[src/rtl/core/swb_pkg.sv]
package swb_pkg;

    localparam int NumTimers = 16;
    localparam int SelW      = (NumTimers > 1) ? $clog2(NumTimers) : 1;
    localparam int TimeW     = 32;
    localparam int KindW     = 3;
    localparam int IndexW    = 4;

    typedef enum logic [KindW-1:0] {
        KIND_TICK      = 3'd0,
        KIND_START     = 3'd1,
        KIND_STOP      = 3'd2,
        KIND_RESET     = 3'd3,
        KIND_READ      = 3'd4,
        KIND_START_ALL = 3'd5,
        KIND_STOP_ALL  = 3'd6,
        KIND_RESET_ALL = 3'd7
    } t_kind;

    typedef logic [TimeW-1:0] t_time;
    typedef logic [SelW-1:0]  t_sel;

    function automatic t_time sat_add(input t_time a, input t_time b);
        logic [TimeW:0] s;
        s = {1'b0, a} + {1'b0, b};
        return s[TimeW] ? {TimeW{1'b1}} : s[TimeW-1:0];
    endfunction

endpackage

[src/rtl/core/stopwatch_bank_core.sv]
// Channel | Beat signals             | Payload
// --------+--------------------------+-------------------------------
// in      | i_in_valid / o_in_ready  | i_kind, i_timer_index
// out     | o_out_valid / i_out_ready| o_time_value, o_index_valid
//
// One item per cycle sustained while i_out_ready holds; each item goes from accept to result
// through the input register, then one pass through the timer lanes into the result register.
// All stopwatch lanes update in parallel, so the all-kinds cost no more than the single-timer kinds.
// Synchronous active-low reset clears the time counter, all stamps, totals and flags.
// A stalled result holds the pipe; the input register still takes a beat when empty.
module stopwatch_bank_core (
    input  logic                      i_clk,
    input  logic                      i_rst_n,
    input  logic                      i_in_valid,
    output logic                      o_in_ready,
    input  logic [swb_pkg::KindW-1:0] i_kind,
    input  logic [swb_pkg::IndexW-1:0] i_timer_index,
    output logic                      o_out_valid,
    input  logic                      i_out_ready,
    output logic [swb_pkg::TimeW-1:0] o_time_value,
    output logic                      o_index_valid
);
    import swb_pkg::*;

    logic                r_s1_valid;
    t_kind               r_kind;
    logic [IndexW-1:0]   r_idx;

    t_time               r_now;
    t_time               r_stamp [NumTimers];
    t_time               r_total [NumTimers];
    logic [NumTimers-1:0] r_run;

    t_time               n_now;
    t_time               n_stamp [NumTimers];
    t_time               n_total [NumTimers];
    logic [NumTimers-1:0] n_run;

    logic                r_out_valid;
    t_time               r_time_value;
    logic                r_index_valid;
    t_time               n_time_value;
    logic                n_index_valid;

    logic                adv;
    logic                work;
    logic                user_ok;
    t_sel                sel;
    t_time               span [NumTimers];
    t_time               sum  [NumTimers];

    assign adv        = !r_out_valid || i_out_ready;
    assign work       = r_s1_valid && adv;
    assign o_in_ready = !r_s1_valid || adv;

    assign user_ok = (r_idx != '0) && (int'(r_idx) < NumTimers);
    assign sel     = t_sel'(r_idx);

    always_comb begin
        for (int i = 0; i < NumTimers; i++) begin
            span[i] = r_now - r_stamp[i];
            sum[i]  = sat_add(r_total[i], span[i]);
        end
    end

    always_comb begin
        n_now         = r_now;
        n_run         = r_run;
        n_time_value  = '0;
        n_index_valid = 1'b0;
        for (int i = 0; i < NumTimers; i++) begin
            n_stamp[i] = r_stamp[i];
            n_total[i] = r_total[i];
        end
        unique case (r_kind)
            KIND_TICK: begin
                n_now = r_now + t_time'(1);
            end
            KIND_START, KIND_STOP, KIND_RESET: begin
                n_index_valid = user_ok;
                for (int i = 1; i < NumTimers; i++) begin
                    if (user_ok && sel == t_sel'(i)) begin
                        if (r_kind == KIND_START) begin
                            n_stamp[i] = r_now;
                            n_run[i]   = 1'b1;
                        end else if (r_kind == KIND_STOP) begin
                            if (r_run[i]) begin
                                n_time_value = span[i];
                                n_total[i]   = sum[i];
                                n_stamp[i]   = '0;
                                n_run[i]     = 1'b0;
                            end
                        end else begin
                            n_stamp[i] = '0;
                            n_total[i] = '0;
                            n_run[i]   = 1'b0;
                        end
                    end
                end
            end
            KIND_READ: begin
                if (r_idx == '0) begin
                    n_time_value  = r_now;
                    n_index_valid = 1'b1;
                end else if (user_ok) begin
                    n_index_valid = 1'b1;
                    n_time_value  = r_run[sel] ? sum[sel] : r_total[sel];
                end
            end
            KIND_START_ALL: begin
                for (int i = 1; i < NumTimers; i++) begin
                    n_stamp[i] = r_now;
                    n_run[i]   = 1'b1;
                end
            end
            KIND_STOP_ALL: begin
                for (int i = 1; i < NumTimers; i++) begin
                    if (r_run[i]) begin
                        n_total[i] = sum[i];
                        n_stamp[i] = '0;
                        n_run[i]   = 1'b0;
                    end
                end
            end
            KIND_RESET_ALL: begin
                for (int i = 1; i < NumTimers; i++) begin
                    n_stamp[i] = '0;
                    n_total[i] = '0;
                    n_run[i]   = 1'b0;
                end
            end
            default: begin
                n_now = r_now;
            end
        endcase
    end

    always_ff @(posedge i_clk) begin
        if (!i_rst_n) begin
            r_s1_valid  <= 1'b0;
            r_out_valid <= 1'b0;
            r_now       <= '0;
            r_run       <= '0;
            for (int i = 0; i < NumTimers; i++) begin
                r_stamp[i] <= '0;
                r_total[i] <= '0;
            end
        end else begin
            if (o_in_ready) begin
                r_s1_valid <= i_in_valid;
            end
            if (work) begin
                r_out_valid <= 1'b1;
                r_now       <= n_now;
                r_run       <= n_run;
                for (int i = 0; i < NumTimers; i++) begin
                    r_stamp[i] <= n_stamp[i];
                    r_total[i] <= n_total[i];
                end
            end else if (i_out_ready) begin
                r_out_valid <= 1'b0;
            end
        end
    end

    always_ff @(posedge i_clk) begin
        if (o_in_ready && i_in_valid) begin
            r_kind <= t_kind'(i_kind);
            r_idx  <= i_timer_index;
        end
        if (work) begin
            r_time_value  <= n_time_value;
            r_index_valid <= n_index_valid;
        end
    end

    assign o_out_valid   = r_out_valid;
    assign o_time_value  = r_time_value;
    assign o_index_valid = r_index_valid;

`ifndef SYNTHESIS
    a_bad_index_zero: assert property (@(posedge i_clk) disable iff (!i_rst_n)
        (r_out_valid && !r_index_valid) |-> (r_time_value == '0))
        else $error("result for unusable index carries a nonzero time");

    a_overall_idle: assert property (@(posedge i_clk) disable iff (!i_rst_n)
        !r_run[0])
        else $error("overall timer marked running");

    a_now_step: assert property (@(posedge i_clk) disable iff (!i_rst_n)
        $past(i_rst_n) |-> (r_now == $past(r_now) || r_now == $past(r_now) + 32'd1))
        else $error("time counter moved by more than one");

    a_tick_only: assert property (@(posedge i_clk) disable iff (!i_rst_n)
        (work && r_kind != KIND_TICK) |=> $stable(r_now))
        else $error("time counter moved on a non-tick beat");
`endif

endmodule

[config.mk]
export PLATFORM = sky130hd
export DESIGN_NAME = stopwatch_bank_core
export DESIGN_NICKNAME = d
export VERILOG_FILES = /design/src/rtl/core/swb_pkg.sv /design/src/rtl/core/stopwatch_bank_core.sv
export SDC_FILE = /design/constraint.sdc
export NUM_CORES = 2
export LEC_CHECK = 0
export BUFFER_PORTS_ARGS = -buffer_cell sky130_fd_sc_hd__buf_2
export CAP_MARGIN = 10
export CORE_ASPECT_RATIO = 1.25
export CORE_UTILIZATION = 50
export DETAILED_ROUTE_END_ITERATION = 8
export HOLD_SLACK_MARGIN = 0.03
export PLACE_DENSITY = 0.68
export SLEW_MARGIN = 5
export SYNTH_ARGS = -nofsm -noshare
export SYNTH_HDL_FRONTEND = slang
export SYNTH_SLANG_ARGS = --single-unit
export TNS_END_PERCENT = 5
[constraint.sdc]
create_clock -name i_clk -period 8.9 [get_ports i_clk]
set_input_delay 0.89 -clock i_clk [delete_from_list [all_inputs] [get_ports i_clk]]
set_output_delay 0.89 -clock i_clk [all_outputs]
set_load 0.02 [all_outputs]
==> metrics.txt, run 1 <==
# TYPE chip_impl_metric gauge
chip_impl_info{name="run_status",value="aborted with a tool error"} 1
chip_impl_info{name="stop_stage",value="global routing (5_1_grt)"} 1
chip_impl_info{name="first-error",value="[ERROR GRT-0116] Global routing finished with congestion. Check the congestion regions in the DRC Viewer."} 1
chip_impl_info{name="synth_largest_area_cell",value="sky130_fd_sc_hd__edfxtp_1"} 1
chip_impl_metric{name="syn_inst",unit=""} 12300
chip_impl_metric{name="fp.dieH",unit="microns"} 510
chip_impl_metric{name="tritoncts_num_sinks",unit=""} 1053
chip_impl_metric{name="initial_core_utilization",unit="%"} 50.3
chip_impl_metric{name="number_of_global_route_vias_before_repair",unit=""} 123000
chip_impl_metric{name="synth_nets",unit=""} 13300
chip_impl_metric{name="cts_inserted_buffers",unit=""} 142
chip_impl_metric{name="synth_edf_count",unit=""} 1000
chip_impl_metric{name="grt_first_pass_wirelength",unit="mm"} 1060
chip_impl_metric{name="grt_use_total",unit="%"} 71.3
chip_impl_metric{name="row_count",unit=""} 186
chip_impl_metric{name="cts-htree-levels",unit=""} 4
chip_impl_metric{name="synth.yosys.warnings",unit=""} 0
chip_impl_metric{name="synth_async_sr_flop_share",unit="%"} 0
chip_impl_info{name="master_cell_of_the_clock_root_buffer",value="sky130_fd_sc_hd__clkbuf_16"} 1
chip_impl_metric{name="dp.final_hpwl",unit="mm"} 530
chip_impl_info{name="ys.flop_type",value="sky130_fd_sc_hd__edfxtp_1"} 1
chip_impl_metric{name="grt_overflow",unit=""} 641
chip_impl_metric{name="netlist_area",unit="sq mm"} 0.103
chip_impl_metric{name="netlist.area_leader.share",unit="%"} 29.1
chip_impl_metric{name="grt_max_degree",unit=""} 169
chip_impl_metric{name="cts.hold.buffers_added",unit=""} 0
chip_impl_metric{name="floorplan.io_pins",unit=""} 46
chip_impl_metric{name="synth.yosys.seq_area_share",unit="%"} 30.1
chip_impl_info{name="synthTopCellsByArea",value="sky130_fd_sc_hd__edfxtp_1 (29%), sky130_fd_sc_hd__ha_1 (11%), sky130_fd_sc_hd__a21oi_1 (7.3%), sky130_fd_sc_hd__xnor2_1 (4.7%), sky130_fd_sc_hd__nand2_1 (4.3%)"} 1
chip_impl_metric{name="ys_ff_latch",unit=""} 1053
chip_impl_metric{name="floorplan.die.width",unit="microns"} 408
chip_impl_metric{name="count_of_buffers_added_by_post_cts_timing_repair_for_setup",unit=""} 0
chip_impl_metric{name="synth_cell_type_count",unit=""} 102
chip_impl_metric{name="ctsResizeCount",unit=""} 0
chip_impl_metric{name="per_instance_average_area_after_synthesis",unit="sq um"} 8.42
chip_impl_metric{name="gp_congestion",unit=""} 1.33
chip_impl_metric{name="clk_path_buf_depth",unit=""} 4
chip_impl_metric{name="placement.io_buffers",unit=""} 45
cells in the mapped netlist, drive strengths merged, types with 30 or more instances:
| library cell | count |
|---|---|
| a211o | 34 |
| o31ai | 59 |
| o221ai | 50 |
| and4 | 31 |
| mux2 | 42 |
| clkbuf | 517 |
| nor4 | 47 |
| a22oi | 67 |
| o22ai | 200 |
| mux4 | 133 |
| nor2b | 86 |
| a221oi | 86 |
| and2 | 75 |
| or2 | 37 |
| fa | 30 |
| nor2 | 1103 |
| inv | 689 |
| a21oi | 1498 |
| a211oi | 235 |
| nor3 | 247 |
| or3 | 49 |
| a2111oi | 43 |
| o211ai | 93 |
| a21o | 378 |
| o21a | 169 |
| nand2b | 112 |
| nand3 | 240 |
| nand4 | 101 |
| xor2 | 312 |
| xnor2 | 549 |
| nand2 | 1188 |
| buf | 46 |
| o21ai | 815 |
| a221o | 39 |
| and3 | 104 |
| dfxtp | 53 |
| a22o | 53 |
| a31o | 35 |
| a31oi | 184 |
| edfxtp | 1000 |
| o2111ai | 33 |
| ha | 947 |
| o21bai | 114 |
logic make-up after synthesis:
family | Yosys count | synth area share (%)
AO/OA/AOI/OAI | 4430 | 27.1
XOR/XNOR | 861 | 7.30
adder cells (fa/ha/maj) | 977 | 12.1
buffers and inverters | 1256 | 4.61
flip-flops | 1053 | 30.1
multiplexers | 198 | 3.58
AND/OR/NAND/NOR | 3492 | 15.3
through the flow:
stage | setup WS [ns] | instances | cell area [sq um] | utilization [%] | hold WS [ns]
after CTS | 0.612 | 15400 | 115000 | 56.2 | 0.192
after floorplan | 2.32 | 12300 | 103000 | - | 0.487
after detailed placement | 0.635 | 15100 | 111000 | 54.0 | 0.519
after global placement | 0.521 | 15100 | 111000 | 54.0 | 0.506
per-layer routing:
metal,track usage [%],overflow
met5,25.7,3
met4,72.9,245
met3,53.5,13
met2,89.4,375
met1,70.9,5
==> run 2: changes to the inputs <==
--- a/config.mk
+++ b/config.mk
@@ -7,11 +7,9 @@
 export LEC_CHECK = 0
 export BUFFER_PORTS_ARGS = -buffer_cell sky130_fd_sc_hd__buf_2
 export CAP_MARGIN = 10
-export CORE_ASPECT_RATIO = 1.25
-export CORE_UTILIZATION = 50
+export CORE_UTILIZATION = 35
 export DETAILED_ROUTE_END_ITERATION = 8
-export HOLD_SLACK_MARGIN = 0.03
-export PLACE_DENSITY = 0.68
+export PLACE_DENSITY_LB_ADDON = 0.15
 export SLEW_MARGIN = 5
 export SYNTH_ARGS = -nofsm -noshare
 export SYNTH_HDL_FRONTEND = slang
==> metrics.txt, run 2 <==
# TYPE chip_impl_metric gauge
chip_impl_info{name="run_status",value="finished, violations left"} 1
chip_impl_info{name="violated_checks",value="DRC, capacitance limit, slew limit"} 1
chip_impl_metric{name="placedCellCount",unit=""} 16200
chip_impl_info{name="timing.critical_path.to_type",value="flop"} 1
chip_impl_metric{name="placement.io_buffers",unit=""} 45
chip_impl_metric{name="final.setup_skew",unit="ns"} 0.0579
chip_impl_metric{name="tritoncts_num_sinks",unit=""} 1053
chip_impl_metric{name="setup_viol",unit=""} 0
chip_impl_info{name="master_cell_of_the_clock_root_buffer",value="sky130_fd_sc_hd__clkbuf_16"} 1
chip_impl_metric{name="syn_inst",unit=""} 12300
chip_impl_metric{name="fin_setup_tns",unit="ns"} 0
chip_impl_metric{name="area.growth.synth_to_final",unit="%"} 13.7
chip_impl_info{name="layout.cells.most_common_list",value="sky130_fd_sc_hd__a21oi_1 (1496), sky130_fd_sc_hd__nand2_1 (1158), sky130_fd_sc_hd__nor2_1 (1080)"} 1
chip_impl_metric{name="layoutNonFillerInstCount",unit=""} 16600
chip_impl_metric{name="final.period_utilization",unit="%"} 96.6
chip_impl_metric{name="synth.yosys.seq_area_share",unit="%"} 30.1
chip_impl_metric{name="synth_cell_type_count",unit=""} 102
chip_impl_metric{name="design.die.area",unit="sq mm"} 0.297
chip_impl_metric{name="number_of_global_route_vias_before_repair",unit=""} 99000
chip_impl_metric{name="netlist.area_leader.share",unit="%"} 29.1
chip_impl_metric{name="placement.cell_area",unit="sq mm"} 0.112
chip_impl_info{name="crit_path_cell_trace",value="inv_1 > fa_1 > nand2b_1 > a21oi_1 > o21ai_0 > a311o_1 > o211ai_1 > a31o_2 > a21oi_1 > o21ai_0 > xor2_1 > ha_1 > nand3_1 > or2_2 > o221ai_1 > a211oi_1 > a21bo_2 > o21ai_2 > nor2_1 > a21oi_1 > nor2_1 > a221oi_1 > o221ai_1 > o211ai_1"} 1
chip_impl_metric{name="minimum_clock_period_after_layout",unit="ns"} 8.60
chip_impl_metric{name="grt_max_degree",unit=""} 171
chip_impl_info{name="crit_path_frequent_cell",value="sky130_fd_sc_hd__a21oi_1"} 1
chip_impl_info{name="rsz_0062_raised_after_global_routing",value="false"} 1
chip_impl_info{name="synth_most_common_cell",value="sky130_fd_sc_hd__a21oi_1"} 1
chip_impl_metric{name="cts.reportedPaths.clkPinSlew",unit="ns"} 0.06
chip_impl_metric{name="final-seq-area",unit="sq mm"} 0.0311
chip_impl_metric{name="design_area",unit="sq mm"} 0.117
chip_impl_info{name="synth.cells.most_frequent",value="sky130_fd_sc_hd__a21oi_1 (1498), sky130_fd_sc_hd__nand2_1 (1186), sky130_fd_sc_hd__nor2_1 (1100)"} 1
chip_impl_info{name="synthTopCellsByArea",value="sky130_fd_sc_hd__edfxtp_1 (29%), sky130_fd_sc_hd__ha_1 (11%), sky130_fd_sc_hd__a21oi_1 (7.3%), sky130_fd_sc_hd__xnor2_1 (4.7%), sky130_fd_sc_hd__nand2_1 (4.3%)"} 1
chip_impl_metric{name="wl",unit="mm"} 693
chip_impl_metric{name="synth_async_sr_flop_share",unit="%"} 0
chip_impl_metric{name="core-area",unit="sq mm"} 0.294
chip_impl_metric{name="netlist_area",unit="sq mm"} 0.103
chip_impl_metric{name="cts.hold.buffers_added",unit=""} 0
chip_impl_metric{name="drt_iter0_markers",unit=""} 20900
chip_impl_info{name="path_class",value="reg2reg"} 1
chip_impl_info{name="family_with_the_most_delay_on_the_worst_path",value="compound AO/OA/AOI/OAI gates"} 1
chip_impl_metric{name="wire_per_inst",unit="microns"} 41.7
chip_impl_metric{name="cts_inserted_buffers",unit=""} 155
chip_impl_info{name="layout.cells.most_common",value="sky130_fd_sc_hd__a21oi_1"} 1
chip_impl_metric{name="clk_path_buf_depth",unit=""} 4
chip_impl_metric{name="final_hold_violation_count",unit=""} 0
chip_impl_metric{name="fin_util",unit="%"} 40.0
chip_impl_info{name="worst_setup_path_start_kind",value="flop"} 1
chip_impl_metric{name="worst-slew-pin-transition",unit="ns"} 1.65
chip_impl_metric{name="vias",unit=""} 113000
chip_impl_metric{name="synth_edf_count",unit=""} 1000
chip_impl_metric{name="multiInputGateArea",unit="sq mm"} 0.0684
chip_impl_metric{name="count_of_unresolved_drc_violations_after_routing",unit=""} 11
chip_impl_metric{name="antenna_found_initial",unit=""} 83
chip_impl_info{name="cts_tree",value="yes"} 1
chip_impl_metric{name="tightest_slew_margin_relative_to_the_limit",unit="%"} -10.1
chip_impl_metric{name="grt_use_total",unit="%"} 44.6
chip_impl_metric{name="ys_ff_latch",unit=""} 1053
chip_impl_info{name="hold_class",value="in2reg"} 1
chip_impl_metric{name="worst_ep_required_time",unit="ns"} 9.65
chip_impl_metric{name="num-fill-cells",unit=""} 29700
chip_impl_metric{name="initial_core_utilization",unit="%"} 35.2
chip_impl_info{name="top_regs",value="r_stamp (480), r_total (480)"} 1
chip_impl_metric{name="final-max-slew-violation-count",unit=""} 17
chip_impl_metric{name="finalNetCount",unit=""} 13500
chip_impl_metric{name="cellLeakagePower",unit="nW"} 47.5
chip_impl_metric{name="floorplan.die.width",unit="microns"} 545
chip_impl_metric{name="row_count",unit=""} 199
chip_impl_metric{name="grt_first_pass_wirelength",unit="mm"} 899
chip_impl_metric{name="clk_latency",unit="ns"} 0.94
chip_impl_metric{name="fp.dieH",unit="microns"} 545
chip_impl_metric{name="synth_nets",unit=""} 13300
chip_impl_metric{name="synth.yosys.warnings",unit=""} 0
chip_impl_info{name="synth_largest_area_cell",value="sky130_fd_sc_hd__edfxtp_1"} 1
chip_impl_info{name="ys.flop_type",value="sky130_fd_sc_hd__edfxtp_1"} 1
chip_impl_metric{name="layout-drive-gt1-share",unit="%"} 10.6
chip_impl_metric{name="per_instance_average_area_after_synthesis",unit="sq um"} 8.42
chip_impl_metric{name="dp.final_hpwl",unit="mm"} 546
chip_impl_metric{name="critical_path_max_stage_delay",unit="ns"} 1.00
chip_impl_metric{name="crit_path_max_fanout",unit=""} 13
chip_impl_metric{name="floorplan.io_pins",unit=""} 46
chip_impl_metric{name="worst_voltage_drop_across_the_vdd_grid",unit="mV"} 0.172
chip_impl_info{name="cp_slowest_cell",value="sky130_fd_sc_hd__a221oi_1"} 1
chip_impl_metric{name="grt_overflow",unit=""} 0
chip_impl_metric{name="cts-htree-levels",unit=""} 4
chip_impl_metric{name="drtAntennaViolNets",unit=""} 0
chip_impl_metric{name="pwr_density_cell",unit="mW/mm^2"} 163
chip_impl_metric{name="drtPass1Iterations",unit=""} 9
chip_impl_metric{name="timing.critical_path.arrival",unit="ns"} 9.35
chip_impl_metric{name="number_of_buffers_and_inverters_on_the_critical_path",unit=""} 1
chip_impl_metric{name="gp_congestion",unit=""} 1.20
chip_impl_metric{name="cap_viol_max_count",unit=""} 7
chip_impl_metric{name="route.detailed.vias_per_inst",unit=""} 6.82
chip_impl_metric{name="fmax",unit="GHz"} 0.116
==> run 2: cell counts after synthesis <==
No cell type changed its count.
==> run 2: worst register-to-register path, cell delays in order, from the launching register on <==
cell                       delay, ns
sky130_fd_sc_hd__dfxtp_2        0.48
sky130_fd_sc_hd__inv_1          0.39
sky130_fd_sc_hd__fa_1           0.58
sky130_fd_sc_hd__nand2b_1       0.19
sky130_fd_sc_hd__a21oi_1        0.22
sky130_fd_sc_hd__o21ai_0        0.19
sky130_fd_sc_hd__a311o_1        0.41
sky130_fd_sc_hd__o211ai_1       0.60
sky130_fd_sc_hd__a31o_2         0.25
sky130_fd_sc_hd__a21oi_1        0.09
sky130_fd_sc_hd__o21ai_0        0.23
sky130_fd_sc_hd__xor2_1         0.61
sky130_fd_sc_hd__ha_1           0.35
sky130_fd_sc_hd__nand3_1        0.13
sky130_fd_sc_hd__or2_2          0.35
sky130_fd_sc_hd__o221ai_1       0.32
sky130_fd_sc_hd__a211oi_1       0.14
sky130_fd_sc_hd__a21bo_2        0.28
sky130_fd_sc_hd__o21ai_2        0.77
sky130_fd_sc_hd__nor2_1         0.18
sky130_fd_sc_hd__a21oi_1        0.21
sky130_fd_sc_hd__nor2_1         0.06
sky130_fd_sc_hd__a221oi_1       1.00
sky130_fd_sc_hd__o221ai_1       0.25
sky130_fd_sc_hd__o211ai_1       0.16
==> run 2: metal layers <==
metal / share of wire (%) / vias to the layer above / global-route usage, %
met2: 36 / 9303 / 56.0
met1: 39 / 55400 / 56.6
met4: 9.3 / 28 / 35.1
met3: 16 / 1987 / 21.9
met5: 0.062 / - / 0.256
li1: - / 46500 / -
==> run 2: cell type report <==
type / count / share of cell area [%]
Tap cell: 3919 / 4.18
Inverter: 692 / 2.22
Antenna cell: 83 / 0.177
Clock inverter: 68 / 0.673
Clock buffer: 209 / 3.70
Sequential cell: 1053 / 26.5
Multi-Input combinational cell: 9958 / 58.3
Timing Repair Buffer: 624 / 4.23
==> run 2: cell families (layout without fill, tap and decap cells) <==
group	after synthesis	after routing	synth area share [%]
buf+inv	1256	1593	4.61
compound gates	4430	4430	27.1
fa+ha+maj	977	977	12.1
simple gates	3492	3492	15.3
other cells	0	83	0
flops	1053	1053	30.1
xor+xnor	861	861	7.30
mux	198	198	3.58
==> run 2: stage by stage <==
step | hold slack, ns | setup slack, ns | power (mW)
2_1_floorplan | 0.487 | 2.32 | 9.29
3_3_place_gp | 0.501 | 0.557 | 12.0
3_5_place_dp | 0.512 | 0.539 | 12.1
4_1_cts | 0.158 | 0.489 | 18.7
5_1_grt | 0.156 | 0.288 | 19.3
6_report | 0.140 | 0.305 | 19.2
==> run 2: final timing paths <==
| path | start | end | slack, ns | cells after the start |
|---|---|---|---|---|
| min reg2reg | r_s1_valid | o_out_valid | 0.52 | 2 |
| max | r_now[1] | o_time_value[7] | 0.30 | 24 |
| max reg2reg | r_now[1] | o_time_value[7] | 0.30 | 24 |
| min | i_kind[0] | r_kind[0] | 0.14 | 1 |
==> run 2: power breakdown <==
part / switching [mW] / internal, mW
clock: 2.79 / 3.91
combinational: 4.61 / 1.86
sequential: 0.280 / 5.71
==> run 2: what timing repair did <==
action | in CTS | in global routing
setup buffers | 0 | 0
resized for setup | 0 | 1
setup endpoints to repair | 0 | 1
(Power assumes the default switching activity.)
